## src/rtl/jlvr_pkg.sv

```systemverilog
package jlvr_pkg;

  localparam int unsigned DATA_WIDTH = 32;

  localparam int unsigned IW     = 64;
  localparam int unsigned IO_W   = 32;
  localparam int unsigned MA_W   = 31;
  localparam int unsigned MJ_W   = 31;
  localparam int unsigned CT_W   = 24;
  localparam int unsigned CFG_IDX_W = 2;
  localparam int unsigned CFG_DW = 31;

  localparam int unsigned MUL_AW = 64;
  localparam int unsigned MUL_BW = 32;
  localparam int unsigned PROD_W = MUL_AW + MUL_BW;

  localparam int unsigned SQ_W   = 64;
  localparam int unsigned ROOT_W = 32;

  localparam int unsigned DVSR_W = 24;

  localparam int unsigned TS_SHIFT = 24;
  localparam int unsigned DV_SHIFT = 25;

  localparam logic [MA_W-1:0] MAX_ACCEL_RST  = 31'd65536;
  localparam logic [MJ_W-1:0] MAX_JERK_RST   = 31'd655360;
  localparam logic [CT_W-1:0] CYCLE_TIME_RST = 24'd16777;

  // floor(x / 1000) = (x * DEADBAND_RECIP) >> DEADBAND_SHIFT for any 32-bit x
  localparam logic [MUL_BW-1:0] DEADBAND_RECIP = 32'h1062_4DD3;
  localparam int unsigned       DEADBAND_SHIFT = 38;

  localparam logic REQ_STEP   = 1'b0;
  localparam logic REQ_PRESET = 1'b1;

  typedef enum logic [CFG_IDX_W-1:0] {
    CFG_MAX_ACCEL  = 2'd0,
    CFG_MAX_JERK   = 2'd1,
    CFG_CYCLE_TIME = 2'd2
  } cfg_idx_e;

  typedef enum logic [3:0] {
    S_IDLE,
    S_DMAX,
    S_TINY_M,
    S_TINY_D,
    S_SQ,
    S_ERRM,
    S_SQRT,
    S_LIM,
    S_DV,
    S_OVDIV,
    S_OVMUL,
    S_JDIV,
    S_DONE
  } state_e;

endpackage

```

## src/rtl/jerk_limited_velocity_ramp_top.sv

```systemverilog
// A preset goes straight from idle to the done state; a step runs the multiply
// steps, the braking root only outside the deadband, the overshoot path only on
// overshoot, and then the jerk divide (divider width max(DATA_WIDTH+26,63)).
// One request at a time: a single serial multiplier, divider and square-root
// unit run in turn under the sequencer; in_stall_o is high until it is idle again.
// Reset: velocity and acceleration clear to zero, limits load their defaults.
module jerk_limited_velocity_ramp_top #(
  parameter int unsigned DATA_WIDTH = jlvr_pkg::DATA_WIDTH
) (
  input  logic                                clk_i,
  input  logic                                rst_ni,
  input  logic                                cfg_we_i,
  input  logic [jlvr_pkg::CFG_IDX_W-1:0]      cfg_index_i,
  input  logic [jlvr_pkg::CFG_DW-1:0]         cfg_wdata_i,
  input  logic                                in_valid_i,
  output logic                                in_stall_o,
  input  logic                                req_type_i,
  input  logic signed [jlvr_pkg::IO_W-1:0]    target_velocity_i,
  input  logic signed [jlvr_pkg::IO_W-1:0]    preset_velocity_i,
  input  logic signed [jlvr_pkg::IO_W-1:0]    preset_accel_i,
  output logic                                out_valid_o,
  input  logic                                out_stall_i,
  output logic signed [jlvr_pkg::IO_W-1:0]    new_velocity_o,
  output logic signed [jlvr_pkg::IO_W-1:0]    new_accel_o,
  output logic signed [jlvr_pkg::IO_W-1:0]    jerk_out_o
);

  localparam int unsigned DW     = DATA_WIDTH;
  localparam int unsigned IW     = jlvr_pkg::IW;
  localparam int unsigned IO_W   = jlvr_pkg::IO_W;
  localparam int unsigned DIV_W  = (DW + 26 > 63) ? DW + 26 : 63;
  localparam int unsigned RSUM_W = jlvr_pkg::PROD_W + 2;
  localparam logic signed [IW-1:0] DA_LIM = 64'sh0000_0040_0000_0000;
  localparam logic signed [IW-1:0] Q_SAT  = 64'sh4000_0000_0000_0000;

  function automatic logic signed [DW-1:0] sat_dw(input logic signed [IW-1:0] x);
    logic signed [IW-1:0] hi;
    logic signed [IW-1:0] lo;
    hi = {{(IW - DW + 1){1'b0}}, {(DW - 1){1'b1}}};
    lo = ~hi;
    if (x > hi) return hi[DW-1:0];
    if (x < lo) return lo[DW-1:0];
    return x[DW-1:0];
  endfunction

  jlvr_pkg::state_e state_q, state_d;
  logic go_q, go_d;

  logic [jlvr_pkg::MA_W-1:0] ma_q;
  logic [jlvr_pkg::MJ_W-1:0] mj_q;
  logic [jlvr_pkg::CT_W-1:0] ct_q;

  logic signed [DW-1:0]   v_q, a_q;
  logic signed [IO_W-1:0] tv_q;
  logic [jlvr_pkg::MJ_W-1:0] dmax_q, tinyp_q;
  logic [IW-1:0]          sq_q, rad_q;
  logic signed [IW-1:0]   acc_q, na_q, vn_q, jerk_q;

  logic                   out_valid_q;
  logic signed [IO_W-1:0] out_vel_q, out_acc_q, out_jerk_q;

  logic in_acc, done_fire;
  logic [jlvr_pkg::CT_W-1:0] t_eff;
  logic signed [IW-1:0] v64, a64, tv64, err64, errm, tiny64;
  logic signed [IW-1:0] ma64, mj64, dmax64;
  logic signed [IW-1:0] sum_an, sum_an_m, dvm, dv64, vdv;
  logic signed [IW-1:0] accl, lim_hi, lim_lo, na_lim, acc_root;
  logic signed [IW-1:0] da, da_c, dam, ovq, ov_na, jq, jerk_c;
  logic [jlvr_pkg::ROOT_W-1:0] root_diff;
  logic [RSUM_W-1:0] rsum;
  logic [IW-1:0]     rad;
  logic out_band, overshoot;
  logic signed [DW-1:0] v_sat, na_sat;
  logic signed [IW-1:0] vs64, ns64;

  logic                           mul_start, mul_done;
  logic [jlvr_pkg::MUL_AW-1:0]    mul_a;
  logic [jlvr_pkg::MUL_BW-1:0]    mul_b;
  logic [jlvr_pkg::PROD_W-1:0]    mul_prod;
  logic                           div_start, div_done;
  logic [DIV_W-1:0]               div_dividend, div_quot;
  logic [jlvr_pkg::DVSR_W-1:0]    div_divisor;
  logic                           sqrt_start, sqrt_done;
  logic [jlvr_pkg::ROOT_W-1:0]    sqrt_root;

  assign in_acc     = in_valid_i && !in_stall_o;
  assign in_stall_o = (state_q != jlvr_pkg::S_IDLE);
  assign done_fire  = (state_q == jlvr_pkg::S_DONE) && (!out_valid_q || !out_stall_i);

  assign t_eff  = (ct_q == '0) ? jlvr_pkg::CT_W'(1) : ct_q;
  assign v64    = IW'(v_q);
  assign a64    = IW'(a_q);
  assign tv64   = IW'(tv_q);
  assign err64  = tv64 - v64;
  assign errm   = err64[IW-1] ? -err64 : err64;
  assign ma64   = IW'(ma_q);
  assign mj64   = IW'(mj_q);
  assign dmax64 = IW'(dmax_q);
  assign tiny64 = IW'(mul_prod[jlvr_pkg::DEADBAND_SHIFT +: jlvr_pkg::MJ_W]);
  assign out_band = (err64 > tiny64) || (err64 < -tiny64);

  assign rsum = {1'b0, mul_prod, 1'b0} + RSUM_W'(sq_q);
  assign rad  = (|rsum[RSUM_W-1:IW]) ? '1 : rsum[IW-1:0];

  assign root_diff = sqrt_root - jlvr_pkg::ROOT_W'(dmax_q);
  assign acc_root  = (err64 > 0) ? IW'(root_diff) : -IW'(root_diff);

  assign accl   = (acc_q > ma64) ? ma64 : ((acc_q < -ma64) ? -ma64 : acc_q);
  assign lim_hi = a64 + dmax64;
  assign lim_lo = a64 - dmax64;
  assign na_lim = (accl > lim_hi) ? lim_hi : ((accl < lim_lo) ? lim_lo : accl);

  assign sum_an   = a64 + na_q;
  assign sum_an_m = sum_an[IW-1] ? -sum_an : sum_an;
  assign dvm      = mul_prod[jlvr_pkg::DV_SHIFT +: IW];
  assign dv64     = sum_an[IW-1] ? -dvm : dvm;
  assign vdv      = v64 + dv64;
  assign overshoot = (dv64 < 0 && tv64 < v64 && vdv < tv64) ||
                     (dv64 > 0 && v64 < tv64 && tv64 < vdv);

  assign ovq   = (|div_quot[DIV_W-1:62]) ? Q_SAT : IW'(div_quot[61:0]);
  assign ov_na = (err64[IW-1] ? -ovq : ovq) - a64;

  assign da     = na_q - a64;
  assign da_c   = (da > DA_LIM) ? DA_LIM : ((da < -DA_LIM) ? -DA_LIM : da);
  assign dam    = da_c[IW-1] ? -da_c : da_c;
  assign jq     = IW'(div_quot[62:0]);
  assign jerk_c = da_c[IW-1] ? -jq : jq;

  assign v_sat  = sat_dw(vn_q);
  assign na_sat = sat_dw(na_q);
  assign vs64   = IW'(v_sat);
  assign ns64   = IW'(na_sat);

  always_comb begin
    mul_a = sum_an_m;
    mul_b = jlvr_pkg::MUL_BW'(t_eff);
    case (state_q)
      jlvr_pkg::S_DMAX: begin
        mul_a = IW'(mj_q);
      end
      jlvr_pkg::S_TINY_M: begin
        mul_a = IW'(dmax_q);
      end
      jlvr_pkg::S_TINY_D: begin
        mul_a = IW'(tinyp_q);
        mul_b = jlvr_pkg::DEADBAND_RECIP;
      end
      jlvr_pkg::S_SQ: begin
        mul_a = IW'(dmax_q);
        mul_b = jlvr_pkg::MUL_BW'(dmax_q);
      end
      jlvr_pkg::S_ERRM: begin
        mul_a = errm;
        mul_b = jlvr_pkg::MUL_BW'(mj_q);
      end
      default: ;
    endcase
  end

  always_comb begin
    div_dividend = DIV_W'(dam) << jlvr_pkg::TS_SHIFT;
    div_divisor  = t_eff;
    case (state_q)
      jlvr_pkg::S_OVDIV: begin
        div_dividend = DIV_W'(errm) << jlvr_pkg::DV_SHIFT;
      end
      default: ;
    endcase
  end

  assign mul_start = go_q && (state_q == jlvr_pkg::S_DMAX || state_q == jlvr_pkg::S_TINY_M ||
                              state_q == jlvr_pkg::S_TINY_D ||
                              state_q == jlvr_pkg::S_SQ || state_q == jlvr_pkg::S_ERRM ||
                              state_q == jlvr_pkg::S_DV || state_q == jlvr_pkg::S_OVMUL);
  assign div_start = go_q && (state_q == jlvr_pkg::S_OVDIV || state_q == jlvr_pkg::S_JDIV);
  assign sqrt_start = go_q && (state_q == jlvr_pkg::S_SQRT);

  jlvr_mul u_mul (
    .clk_i   (clk_i),
    .rst_ni  (rst_ni),
    .start_i (mul_start),
    .a_i     (mul_a),
    .b_i     (mul_b),
    .done_o  (mul_done),
    .prod_o  (mul_prod)
  );

  jlvr_div #(
    .DIV_W (DIV_W)
  ) u_div (
    .clk_i      (clk_i),
    .rst_ni     (rst_ni),
    .start_i    (div_start),
    .dividend_i (div_dividend),
    .divisor_i  (div_divisor),
    .done_o     (div_done),
    .quot_o     (div_quot)
  );

  jlvr_sqrt u_sqrt (
    .clk_i   (clk_i),
    .rst_ni  (rst_ni),
    .start_i (sqrt_start),
    .rad_i   (rad_q),
    .done_o  (sqrt_done),
    .root_o  (sqrt_root)
  );

  always_comb begin
    state_d = state_q;
    case (state_q)
      jlvr_pkg::S_IDLE: begin
        if (in_acc) begin
          state_d = (req_type_i == jlvr_pkg::REQ_PRESET) ? jlvr_pkg::S_DONE : jlvr_pkg::S_DMAX;
        end
      end
      jlvr_pkg::S_DMAX: begin
        if (mul_done) state_d = jlvr_pkg::S_TINY_M;
      end
      jlvr_pkg::S_TINY_M: begin
        if (mul_done) state_d = jlvr_pkg::S_TINY_D;
      end
      jlvr_pkg::S_TINY_D: begin
        if (mul_done) state_d = out_band ? jlvr_pkg::S_SQ : jlvr_pkg::S_LIM;
      end
      jlvr_pkg::S_SQ: begin
        if (mul_done) state_d = jlvr_pkg::S_ERRM;
      end
      jlvr_pkg::S_ERRM: begin
        if (mul_done) state_d = jlvr_pkg::S_SQRT;
      end
      jlvr_pkg::S_SQRT: begin
        if (sqrt_done) state_d = jlvr_pkg::S_LIM;
      end
      jlvr_pkg::S_LIM: begin
        state_d = jlvr_pkg::S_DV;
      end
      jlvr_pkg::S_DV: begin
        if (mul_done) state_d = overshoot ? jlvr_pkg::S_OVDIV : jlvr_pkg::S_JDIV;
      end
      jlvr_pkg::S_OVDIV: begin
        if (div_done) state_d = (ov_na >= ma64) ? jlvr_pkg::S_OVMUL : jlvr_pkg::S_JDIV;
      end
      jlvr_pkg::S_OVMUL: begin
        if (mul_done) state_d = jlvr_pkg::S_JDIV;
      end
      jlvr_pkg::S_JDIV: begin
        if (div_done) state_d = jlvr_pkg::S_DONE;
      end
      jlvr_pkg::S_DONE: begin
        if (done_fire) state_d = jlvr_pkg::S_IDLE;
      end
      default: begin
        state_d = jlvr_pkg::S_IDLE;
      end
    endcase
    go_d = (state_d != state_q);
  end

  always_ff @(posedge clk_i or negedge rst_ni) begin
    if (!rst_ni) begin
      state_q     <= jlvr_pkg::S_IDLE;
      go_q        <= 1'b0;
      v_q         <= '0;
      a_q         <= '0;
      out_valid_q <= 1'b0;
      ma_q        <= jlvr_pkg::MAX_ACCEL_RST;
      mj_q        <= jlvr_pkg::MAX_JERK_RST;
      ct_q        <= jlvr_pkg::CYCLE_TIME_RST;
    end else begin
      state_q <= state_d;
      go_q    <= go_d;
      if (done_fire) begin
        v_q         <= v_sat;
        a_q         <= na_sat;
        out_valid_q <= 1'b1;
      end else if (!out_stall_i) begin
        out_valid_q <= 1'b0;
      end
      if (cfg_we_i) begin
        case (cfg_index_i)
          jlvr_pkg::CFG_MAX_ACCEL:  ma_q <= cfg_wdata_i;
          jlvr_pkg::CFG_MAX_JERK:   mj_q <= cfg_wdata_i;
          jlvr_pkg::CFG_CYCLE_TIME: ct_q <= cfg_wdata_i[jlvr_pkg::CT_W-1:0];
          default: ;
        endcase
      end
    end
  end

  always_ff @(posedge clk_i) begin
    case (state_q)
      jlvr_pkg::S_IDLE: begin
        if (in_acc) begin
          tv_q   <= target_velocity_i;
          vn_q   <= IW'(preset_velocity_i);
          na_q   <= IW'(preset_accel_i);
          jerk_q <= '0;
        end
      end
      jlvr_pkg::S_DMAX: begin
        if (mul_done) dmax_q <= mul_prod[jlvr_pkg::TS_SHIFT +: jlvr_pkg::MJ_W];
      end
      jlvr_pkg::S_TINY_M: begin
        if (mul_done) tinyp_q <= mul_prod[jlvr_pkg::TS_SHIFT +: jlvr_pkg::MJ_W];
      end
      jlvr_pkg::S_TINY_D: begin
        if (mul_done && !out_band) acc_q <= '0;
      end
      jlvr_pkg::S_SQ: begin
        if (mul_done) sq_q <= mul_prod[IW-1:0];
      end
      jlvr_pkg::S_ERRM: begin
        if (mul_done) rad_q <= rad;
      end
      jlvr_pkg::S_SQRT: begin
        if (sqrt_done) acc_q <= acc_root;
      end
      jlvr_pkg::S_LIM: begin
        na_q <= na_lim;
      end
      jlvr_pkg::S_DV: begin
        if (mul_done && !overshoot) vn_q <= vdv;
      end
      jlvr_pkg::S_OVDIV: begin
        if (div_done) begin
          if (ov_na >= ma64) begin
            na_q <= ma64;
          end else begin
            vn_q <= tv64;
            na_q <= ov_na;
          end
        end
      end
      jlvr_pkg::S_OVMUL: begin
        if (mul_done) vn_q <= vdv;
      end
      jlvr_pkg::S_JDIV: begin
        if (div_done) begin
          if (jerk_c > mj64) begin
            jerk_q <= mj64;
            na_q   <= lim_hi;
          end else if (jerk_c < -mj64) begin
            jerk_q <= -mj64;
            na_q   <= lim_lo;
          end else begin
            jerk_q <= jerk_c;
          end
        end
      end
      jlvr_pkg::S_DONE: begin
        if (done_fire) begin
          out_vel_q  <= vs64[IO_W-1:0];
          out_acc_q  <= ns64[IO_W-1:0];
          out_jerk_q <= jerk_q[IO_W-1:0];
        end
      end
      default: ;
    endcase
  end

  assign out_valid_o    = out_valid_q;
  assign new_velocity_o = out_vel_q;
  assign new_accel_o    = out_acc_q;
  assign jerk_out_o     = out_jerk_q;

`ifndef SYNTH
  a_mul_done_state: assert property (@(posedge clk_i) disable iff (!rst_ni)
    mul_done |-> (state_q == jlvr_pkg::S_DMAX || state_q == jlvr_pkg::S_TINY_M ||
                  state_q == jlvr_pkg::S_TINY_D ||
                  state_q == jlvr_pkg::S_SQ || state_q == jlvr_pkg::S_ERRM ||
                  state_q == jlvr_pkg::S_DV || state_q == jlvr_pkg::S_OVMUL))
    else $error("multiplier finished outside a multiply step");

  a_div_done_state: assert property (@(posedge clk_i) disable iff (!rst_ni)
    div_done |-> (state_q == jlvr_pkg::S_OVDIV || state_q == jlvr_pkg::S_JDIV))
    else $error("divider finished outside a divide step");

  a_accept_busy: assert property (@(posedge clk_i) disable iff (!rst_ni)
    in_acc |=> (state_q != jlvr_pkg::S_IDLE))
    else $error("accepted transfer did not start the sequencer");

  a_jerk_bound: assert property (@(posedge clk_i) disable iff (!rst_ni)
    done_fire |-> (jerk_q <= mj64 && jerk_q >= -mj64))
    else $error("jerk result exceeds the jerk limit");
`endif

endmodule

```

## src/rtl/jlvr_mul.sv

```systemverilog
module jlvr_mul (
  input  logic                              clk_i,
  input  logic                              rst_ni,
  input  logic                              start_i,
  input  logic [jlvr_pkg::MUL_AW-1:0]       a_i,
  input  logic [jlvr_pkg::MUL_BW-1:0]       b_i,
  output logic                              done_o,
  output logic [jlvr_pkg::PROD_W-1:0]       prod_o
);

  localparam int unsigned AW    = jlvr_pkg::MUL_AW;
  localparam int unsigned BW    = jlvr_pkg::MUL_BW;
  localparam int unsigned CNT_W = $clog2(BW);

  logic [AW-1:0]    a_q;
  logic [AW-1:0]    hi_q, hi_d;
  logic [BW-1:0]    lo_q, lo_d;
  logic [AW:0]      sum;
  logic [CNT_W-1:0] cnt_q;
  logic             busy_q, done_q;

  assign sum  = {1'b0, hi_q} + (lo_q[0] ? {1'b0, a_q} : '0);
  assign hi_d = sum[AW:1];
  assign lo_d = {sum[0], lo_q[BW-1:1]};

  always_ff @(posedge clk_i or negedge rst_ni) begin
    if (!rst_ni) begin
      busy_q <= 1'b0;
      done_q <= 1'b0;
      cnt_q  <= '0;
    end else begin
      done_q <= 1'b0;
      if (start_i) begin
        busy_q <= 1'b1;
        cnt_q  <= '0;
      end else if (busy_q) begin
        cnt_q <= cnt_q + 1'b1;
        if (cnt_q == CNT_W'(BW - 1)) begin
          busy_q <= 1'b0;
          done_q <= 1'b1;
        end
      end
    end
  end

  always_ff @(posedge clk_i) begin
    if (start_i) begin
      a_q  <= a_i;
      hi_q <= '0;
      lo_q <= b_i;
    end else if (busy_q) begin
      hi_q <= hi_d;
      lo_q <= lo_d;
    end
  end

  assign done_o = done_q;
  assign prod_o = {hi_q, lo_q};

endmodule

```

## src/rtl/jlvr_div.sv

```systemverilog
module jlvr_div #(
  parameter int unsigned DIV_W = 63
) (
  input  logic                              clk_i,
  input  logic                              rst_ni,
  input  logic                              start_i,
  input  logic [DIV_W-1:0]                  dividend_i,
  input  logic [jlvr_pkg::DVSR_W-1:0]       divisor_i,
  output logic                              done_o,
  output logic [DIV_W-1:0]                  quot_o
);

  localparam int unsigned DW_S  = jlvr_pkg::DVSR_W;
  localparam int unsigned CNT_W = $clog2(DIV_W);

  logic [DW_S-1:0]  dvs_q;
  logic [DW_S-1:0]  rem_q, rem_d;
  logic [DIV_W-1:0] quo_q, quo_d;
  logic [DW_S:0]    shifted, trial;
  logic             fits;
  logic [CNT_W-1:0] cnt_q;
  logic             busy_q, done_q;

  assign shifted = {rem_q, quo_q[DIV_W-1]};
  assign fits    = shifted >= {1'b0, dvs_q};
  assign trial   = shifted - {1'b0, dvs_q};
  assign rem_d   = fits ? trial[DW_S-1:0] : shifted[DW_S-1:0];
  assign quo_d   = {quo_q[DIV_W-2:0], fits};

  always_ff @(posedge clk_i or negedge rst_ni) begin
    if (!rst_ni) begin
      busy_q <= 1'b0;
      done_q <= 1'b0;
      cnt_q  <= '0;
    end else begin
      done_q <= 1'b0;
      if (start_i) begin
        busy_q <= 1'b1;
        cnt_q  <= '0;
      end else if (busy_q) begin
        cnt_q <= cnt_q + 1'b1;
        if (cnt_q == CNT_W'(DIV_W - 1)) begin
          busy_q <= 1'b0;
          done_q <= 1'b1;
        end
      end
    end
  end

  always_ff @(posedge clk_i) begin
    if (start_i) begin
      dvs_q <= divisor_i;
      rem_q <= '0;
      quo_q <= dividend_i;
    end else if (busy_q) begin
      rem_q <= rem_d;
      quo_q <= quo_d;
    end
  end

  assign done_o = done_q;
  assign quot_o = quo_q;

endmodule

```

## src/rtl/jlvr_sqrt.sv

```systemverilog
module jlvr_sqrt (
  input  logic                              clk_i,
  input  logic                              rst_ni,
  input  logic                              start_i,
  input  logic [jlvr_pkg::SQ_W-1:0]         rad_i,
  output logic                              done_o,
  output logic [jlvr_pkg::ROOT_W-1:0]       root_o
);

  localparam int unsigned XW    = jlvr_pkg::SQ_W;
  localparam int unsigned RW    = jlvr_pkg::ROOT_W;
  localparam int unsigned REM_W = RW + 3;
  localparam int unsigned CNT_W = $clog2(RW);

  logic [XW-1:0]      x_q;
  logic [REM_W-1:0]   rem_q, rem_d;
  logic [RW-1:0]      root_q, root_d;
  logic [REM_W+1:0]   shifted, trial, diff;
  logic               ge;
  logic [CNT_W-1:0]   cnt_q;
  logic               busy_q, done_q;

  assign shifted = {rem_q, x_q[XW-1 -: 2]};
  assign trial   = (REM_W + 2)'({root_q, 2'b01});
  assign ge      = shifted >= trial;
  assign diff    = shifted - trial;
  assign rem_d   = ge ? diff[REM_W-1:0] : shifted[REM_W-1:0];
  assign root_d  = {root_q[RW-2:0], ge};

  always_ff @(posedge clk_i or negedge rst_ni) begin
    if (!rst_ni) begin
      busy_q <= 1'b0;
      done_q <= 1'b0;
      cnt_q  <= '0;
    end else begin
      done_q <= 1'b0;
      if (start_i) begin
        busy_q <= 1'b1;
        cnt_q  <= '0;
      end else if (busy_q) begin
        cnt_q <= cnt_q + 1'b1;
        if (cnt_q == CNT_W'(RW - 1)) begin
          busy_q <= 1'b0;
          done_q <= 1'b1;
        end
      end
    end
  end

  always_ff @(posedge clk_i) begin
    if (start_i) begin
      x_q    <= rad_i;
      rem_q  <= '0;
      root_q <= '0;
    end else if (busy_q) begin
      x_q    <= x_q << 2;
      rem_q  <= rem_d;
      root_q <= root_d;
    end
  end

  assign done_o = done_q;
  assign root_o = root_q;

endmodule

```

## config.mk

```make
export PLATFORM = sky130hd
export DESIGN_NAME = jerk_limited_velocity_ramp_top
export DESIGN_NICKNAME = d
export VERILOG_FILES = /design/src/rtl/jlvr_pkg.sv /design/src/rtl/jerk_limited_velocity_ramp_top.sv /design/src/rtl/jlvr_mul.sv /design/src/rtl/jlvr_div.sv /design/src/rtl/jlvr_sqrt.sv
export SDC_FILE = /design/constraint.sdc
export NUM_CORES = 2
export LEC_CHECK = 0
export BUFFER_PORTS_ARGS = -buffer_cell sky130_fd_sc_hd__clkbuf_2
export CAP_MARGIN = 15
export CELL_PAD_IN_SITES_DETAIL_PLACEMENT = 0
export CELL_PAD_IN_SITES_GLOBAL_PLACEMENT = 2
export CORE_MARGIN = 2
export CORE_UTILIZATION = 40
export DETAILED_ROUTE_END_ITERATION = 16
export PLACE_DENSITY_LB_ADDON = 0.1
export SLEW_MARGIN = 20
export SYNTH_ARGS = -nofsm -noshare
export SYNTH_HDL_FRONTEND = slang
export SYNTH_SLANG_ARGS = --single-unit
export TNS_END_PERCENT = 20
```

## constraint.sdc

```tcl
create_clock -name clk_i -period 16.03 [get_ports clk_i]
set_input_delay 4.0075 -clock clk_i [delete_from_list [all_inputs] [get_ports clk_i]]
set_output_delay 4.0075 -clock clk_i [all_outputs]
set_load 0.05 [all_outputs]
```

; Yosys cells after proc, flatten, opt, wreduce, memory -nomap -nowiden
; Index checks and enable logic that the tools add are counted.
[totals]
in_bits = 135
ff_bits = 1122
word_cells = 272
[op_classes]
eq_ne = 28
n_lt_le_gt_ge = 24
reduce_logical = 52
muxes = 105
n_addsub = 25
[op_table]
columns = operator, count
row1 = $mux 64, 28
row2 = $pmux 64 s4, 3
row3 = $mux 32, 14
row4 = $mux 63, 4
row5 = $neg 31->64, 3
row6 = $add 32x64->64, 2
row7 = $gt 64x32->1, 2
row8 = $gt 64x32->1 const B, 2
row9 = $lt 64x32->1 const B, 2
row10 = $lt 64x64->1, 2
row11 = $neg 63->64, 2
row12 = $neg 64->64, 2
row13 = $pmux 64 s2, 1
row14 = $sub 64x32->64, 2
row15 = $add 97x64->98, 1
row16 = $pmux 31 s3, 1
row17 = $sub 32x32->33, 2
row18 = $add 64x65->65, 1
row19 = $ge 64x32->1, 1
row20 = $gt 64x1->1 const B, 1
row21 = $gt 64x33->1, 1
row22 = $gt 64x40->1 const B, 1
row23 = $lt 32x32->1, 2
row24 = $lt 32x64->1, 1
row25 = other kinds (54), 153

; Longest topological paths before layout
[depth]
depth_word = 10
depth_mapped = 54
depth_no_buf = 51

; By module
; A second synthesis with hierarchy kept.
[unflattened]
cells_unflattened = 12383
area_unflattened_um2 = 105103.3
[by_module_without_submodules]
columns = mod, area_each_um2, cells_per_inst, instances
row1 = jerk_limited_velocity_ramp_top, 81451.9, 10152, 1
row2 = jlvr_mul, 9880.7, 961, 1
row3 = jlvr_sqrt, 7619.8, 763, 1
row4 = jlvr_div, 6150.9, 507, 1

; Least setup slack after synthesis
; OpenSTA, ideal clock, no wires.
[synth_timing]
kind = register -> register
start = register tv_q[0]
end = register acc_q[0] (enable)
arrival_time_ps = 13122
slack_ps = 2252
path_buffers = 2
required_ps = 15373
path_stages_with_launch = 32
synth_period_minus_slack_ps = 13778
cell_sequence = edfxtp_1 > inv_1 > ha_1 > inv_1 > fa_1 > a21o_1 > a21oi_1 > o21ai_0 > a21oi_1 > o21ai_0 > a41o_1 > o41ai_1 > nor2_1 > nor3_1 > mux2_2 > inv_1 > clkbuf_1 > buf_1 > ha_1 > a21o_1 > a21o_1 > a21oi_1 > nor2b_1 > o21ai_0 > nand2b_1 > a21oi_1 > o211ai_1 > a21oi_1 > o21ai_0 > a221oi_1 > mux2i_1 > o41ai_1
[synth_via]
elab_chain_len = 7
word_cells_on_any_way = 8
classes_between = add/sub: 1 / order compare: 2 / eq/ne: 1 / reduce/logical: 4
[synth_lines]
columns = item, line_no
row1 = from (decl), jerk_limited_velocity_ramp_top.sv:54  ; logic signed [IO_W-1:0] tv_q;
row2 = from (signal assigned), jerk_limited_velocity_ramp_top.sv:296  ; tv_q <= target_velocity_i;
row3 = $sub 32x32->33 *, jerk_limited_velocity_ramp_top.sv:94  ; assign err64 = tv64 - v64;
row4 = $lt 33x64->1 / $gt 33x32->1 (equally long branches), jerk_limited_velocity_ramp_top.sv:100  ; assign out_band = (err64 > tiny64) || (err64 < -tiny64);
row5 = $logic_or 1x1->1 *, jerk_limited_velocity_ramp_top.sv:100
row6 = $logic_not 1->1 *, jerk_limited_velocity_ramp_top.sv:309  ; if (mul_done && !out_band) acc_q <= '0;
row7 = $logic_and 1x1->1 *, jerk_limited_velocity_ramp_top.sv:309
row8 = $ne 2x1->1 (no source line) *, n/a
row9 = $reduce_and 3->1 (no source line) *, n/a
row10 = to (signal assigned), jerk_limited_velocity_ramp_top.sv:318  ; if (sqrt_done) acc_q <= acc_root;
row11 = to (decl), jerk_limited_velocity_ramp_top.sv:57  ; logic signed [IW-1:0] acc_q, na_q, vn_q, jerk_q;
; Mark *: on every way between the ends. The rest lies on a longest branch, timed or not.
; A chain may end at the register's enable or synchronous reset.

; Final worst setup path
[layout_timing]
start = register ma_q[0] (netlist bit)
end = register na_q[47] (data pin)
[layout_via]
elab_chain_len = 8
word_cells_on_any_way = 13
classes_between = add/sub: 1 / order compare: 5 / mux: 7
[layout_lines]
columns = item, line_no
row1 = from (decl), jerk_limited_velocity_ramp_top.sv:49  ; logic [jlvr_pkg::MA_W-1:0] ma_q;
row2 = from (signal assigned), jerk_limited_velocity_ramp_top.sv:268  ; ma_q <= jlvr_pkg::MAX_ACCEL_RST;
row3 = from (signal assigned), jerk_limited_velocity_ramp_top.sv:283  ; jlvr_pkg::CFG_MAX_ACCEL: ma_q <= cfg_wdata_i;
row4 = $neg 31->64, jerk_limited_velocity_ramp_top.sv:108  ; assign accl = (acc_q > ma64) ? ma64 : ((acc_q < -ma64) ? -ma64 : acc_q);
row5 = $lt 64x64->1, jerk_limited_velocity_ramp_top.sv:108
row6 = $mux 64 (2 in a row), jerk_limited_velocity_ramp_top.sv:108
row7 = $lt 64x33->1, jerk_limited_velocity_ramp_top.sv:111  ; assign na_lim = (accl > lim_hi) ? lim_hi : ((accl < lim_lo) ? lim_lo : accl);
row8 = $mux 64 (2 in a row), jerk_limited_velocity_ramp_top.sv:111
row9 = $pmux 64 s4 *, jerk_limited_velocity_ramp_top.sv:293  ; case (state_q)
row10 = to (signal assigned), jerk_limited_velocity_ramp_top.sv:298  ; na_q <= IW'(preset_accel_i);
row11 = to (signal assigned), jerk_limited_velocity_ramp_top.sv:321  ; na_q <= na_lim;
row12 = to (signal assigned), jerk_limited_velocity_ramp_top.sv:329  ; na_q <= ma64;
row13 = to (decl), jerk_limited_velocity_ramp_top.sv:57
; Mark *: on every way between the ends. The rest lies on a longest branch, timed or not. The select of a mux whose other input is x is not followed.

==> out/qor.yml <==
wl_met1_mm: 203
ys_seq_area_share_pct: 31.2
hold_depth: 0
first_pass_iters: 9
syn_to_final_growth_pct: 10.0
postSynth.asyncResetShare_pct: 15.9
avgSynthCellArea_um2: 8.46
cts_resized: 0
end_kind: "flop"
post-dp-hpwl_mm: 363
critPathKind: "reg -> reg"
min_from: "jerk_q[10]$_SDFFCE_PN0P_"
hold_path_end: "jerk_out_o[10]$_DFFE_PP_"
clk_path_buf_depth: 3
max_cap_viol_count: 0
vias: 94380
rrSetupSlack_ps: 2400
antenna_found_initial: 35
root_buffer: "clkbuf_16"
final.setup.tns_ps: 0
fin_cells: 15270
numClockSinks: 1121
fillCellCount: 24880
slew_headroom_pct: 22.4
crit_slowest_cell: "nor3_1"
cp.required_ps: 16580
dp.cells: 14987
grt_pass1_wl_mm: 640
multi_input_area_um2: 64800
synth_seq_cells: 1121
rsz0062_at_grt: "false"
final_cell_mix: "ha_1, nand2_1, nor2_1"
reg2regPathDepth: 39
grt_usage_pct: 34.1
num_rows: 183
max_freq_mhz: 73.4
status: "finished, final reports clean"
finalWirelength_mm: 451
drtIter0Drc: 11001
max_stage_delay_ps: 830
io_pins: 233
yosysTopAreaCellShare_pct: 23.6
yosysUniqueCellTypes: 96
wl_met2_mm: 193
highest_layer: "met5"
grt_pass1_vias: 88432
overflow: 0
cts_post_setup_buffers_inserted: 0
num-nets-final: 13036
wl_per_cell_um: 29.5
die_area_um2: 254000
drc: 0
finalCritPeriodShare_pct: 85.0
register_area_um2: 31200
start_util_pct: 40.2
r2r-start: "ma_q[0]$_DFFE_PN0P_"
fin_skew_ps: 92.1
gp_congestion: 0.984
cp_common_cell: "or3_1"
synth_edf_count: 788
grt_start_max_net_pins: 168
cts_hold_buf: 0
drv_slew: 0
ys_warn_count: 0
finalHoldViolations: 0
cts_tree: "yes"
wl_met3_mm: 34.6
ys.flop_type: "edfxtp_1"
synth_area_leaders: "edfxtp_1, ha_1, xnor2_1"
ant_nets: 0
worst_pin_slew_ps: 1160
fp.dieH_um: 504
final_layout_size_suffix_gt1_share_pct: 7.55
holdCritPathClass: "reg -> reg"
syn_nets: 13066
final_common_cell: "ha_1"
port_buffers: 232
core-area_um2: 249000
cts.clk_slew.worst_paths_ps: 60
cts_made_buffers: 145
rr_endpoint: "na_q[47]$_DFFE_PP_"
htreeDepth: 4
synth_area_um2: 100000
die_x_um: 504
clk-insertion-delay-late_ps: 880
post-route-min-period_ps: 13630
yosys.area.top_type: "edfxtp_1"
critPathMaxFanout: 25
syn_inst: 11836
fin_hold_ws_ps: 416
setup_viol: 0
start_kind: "flop"
vias_per_cell: 6.18
cp.arrival_ps: 14170
critical path, delay by kind of cell (launching register included):
family                     cells  cell delay, ps
and+or+nand+nor               22            7860
adders and majority gates      2             670
AOI/OAI and AO/OA             12            3430
buffers and inverters          2             450
DFF                            1             490
xor gates and xnor gates       1             420
stage by stage:
step                area, um^2  utilization (%)  setup WS [ps]
detailed placement      105000             42.2           2640
global route            110000             44.3           1500
global placement        105000             42.2           2770
floorplan               100000                -           2250
CTS                     110000             44.3           2560
finish                  110000             44.3           2400
Yosys cell counts (all sizes together), types with 24 or more instances:
cell / n
ha: 1084
nand2: 1073
nor2: 1052
a21oi: 932
o21ai: 890
edfxtp: 788
xnor2: 586
inv: 569
clkbuf: 535
a21o: 430
nor3: 299
xor2: 270
nand4: 225
nand3: 224
mux2i: 191
nand2b: 182
dfrtp: 170
nor2b: 157
dfxtp: 155
nor4: 145
and2: 144
or3: 133
a31oi: 113
a211oi: 112
o21a: 99
and3: 96
mux2: 89
o21bai: 87
buf: 71
o211ai: 69
o31ai: 64
a22oi: 58
or4: 55
a222oi: 51
or2: 48
o221ai: 45
a221oi: 44
o22ai: 35
a311oi: 32
a21boi: 31
o41ai: 29
and4: 27
nor3b: 24
per-layer routing:
layer / up-vias / track usage [%]
li1: 43348 / -
met1: 46518 / 48.6
met2: 3883 / 51.1
met3: 625 / 5.17
met4: 6 / 14.0
met5: - / 0
sequential cells by signal (all words and copies together), names as in the netlist, 35 cells and up:
name	flops
u_sqrt.x_q	64
u_mul.hi_q	64
acc_q	63
na_q	64
sq_q	64
vn_q	64
rad_q	64
u_mul.a_q	64
u_div.quot_o	63
u_sqrt.rem_q	35
layout make-up:
class                   instances  area share [%]
inverters                     579            1.97
flip-flops and latches       1121            28.3
repair buffers                429            2.44
clock buffers                 179            3.57
clock inverters                91            1.06
well taps                    3330            3.78
multi-input cells            9530            58.8
diodes                         11          0.0250
kinds of logic after synthesis:
| group | count (synthesis) | synth area share [%] |
|---|---|---|
| and+or+nand+nor | 3949 | 19.1 |
| buffers and inverters | 1185 | 4.46 |
| xor gates and xnor gates | 857 | 7.51 |
| muxes | 280 | 2.91 |
| adders and majority gates | 1095 | 13.8 |
| AOI/OAI and AO/OA | 3349 | 21.1 |
| DFF | 1121 | 31.2 |
how the worst max path moves through the flow:
stage               slack, ps                 from                endpoint
global route             1500   a_q[1]$_DFFE_PN0P_       vn_q[0]$_DFFE_PP_
CTS                      2560  ma_q[0]$_DFFE_PN0P_      na_q[46]$_DFFE_PP_
floorplan                2250    tv_q[0]$_DFFE_PP_  acc_q[0]$_SDFFCE_PN0P_
detailed placement       2640  ma_q[0]$_DFFE_PN0P_      na_q[46]$_DFFE_PP_
global placement         2770  ma_q[0]$_DFFE_PN0P_      na_q[46]$_DFFE_PP_
finish                   2400  ma_q[0]$_DFFE_PN0P_      na_q[47]$_DFFE_PP_
Power is left out: the tool's default activity adds up to more than one toggle a clock period on the data nets, which glitch-free logic cannot reach.
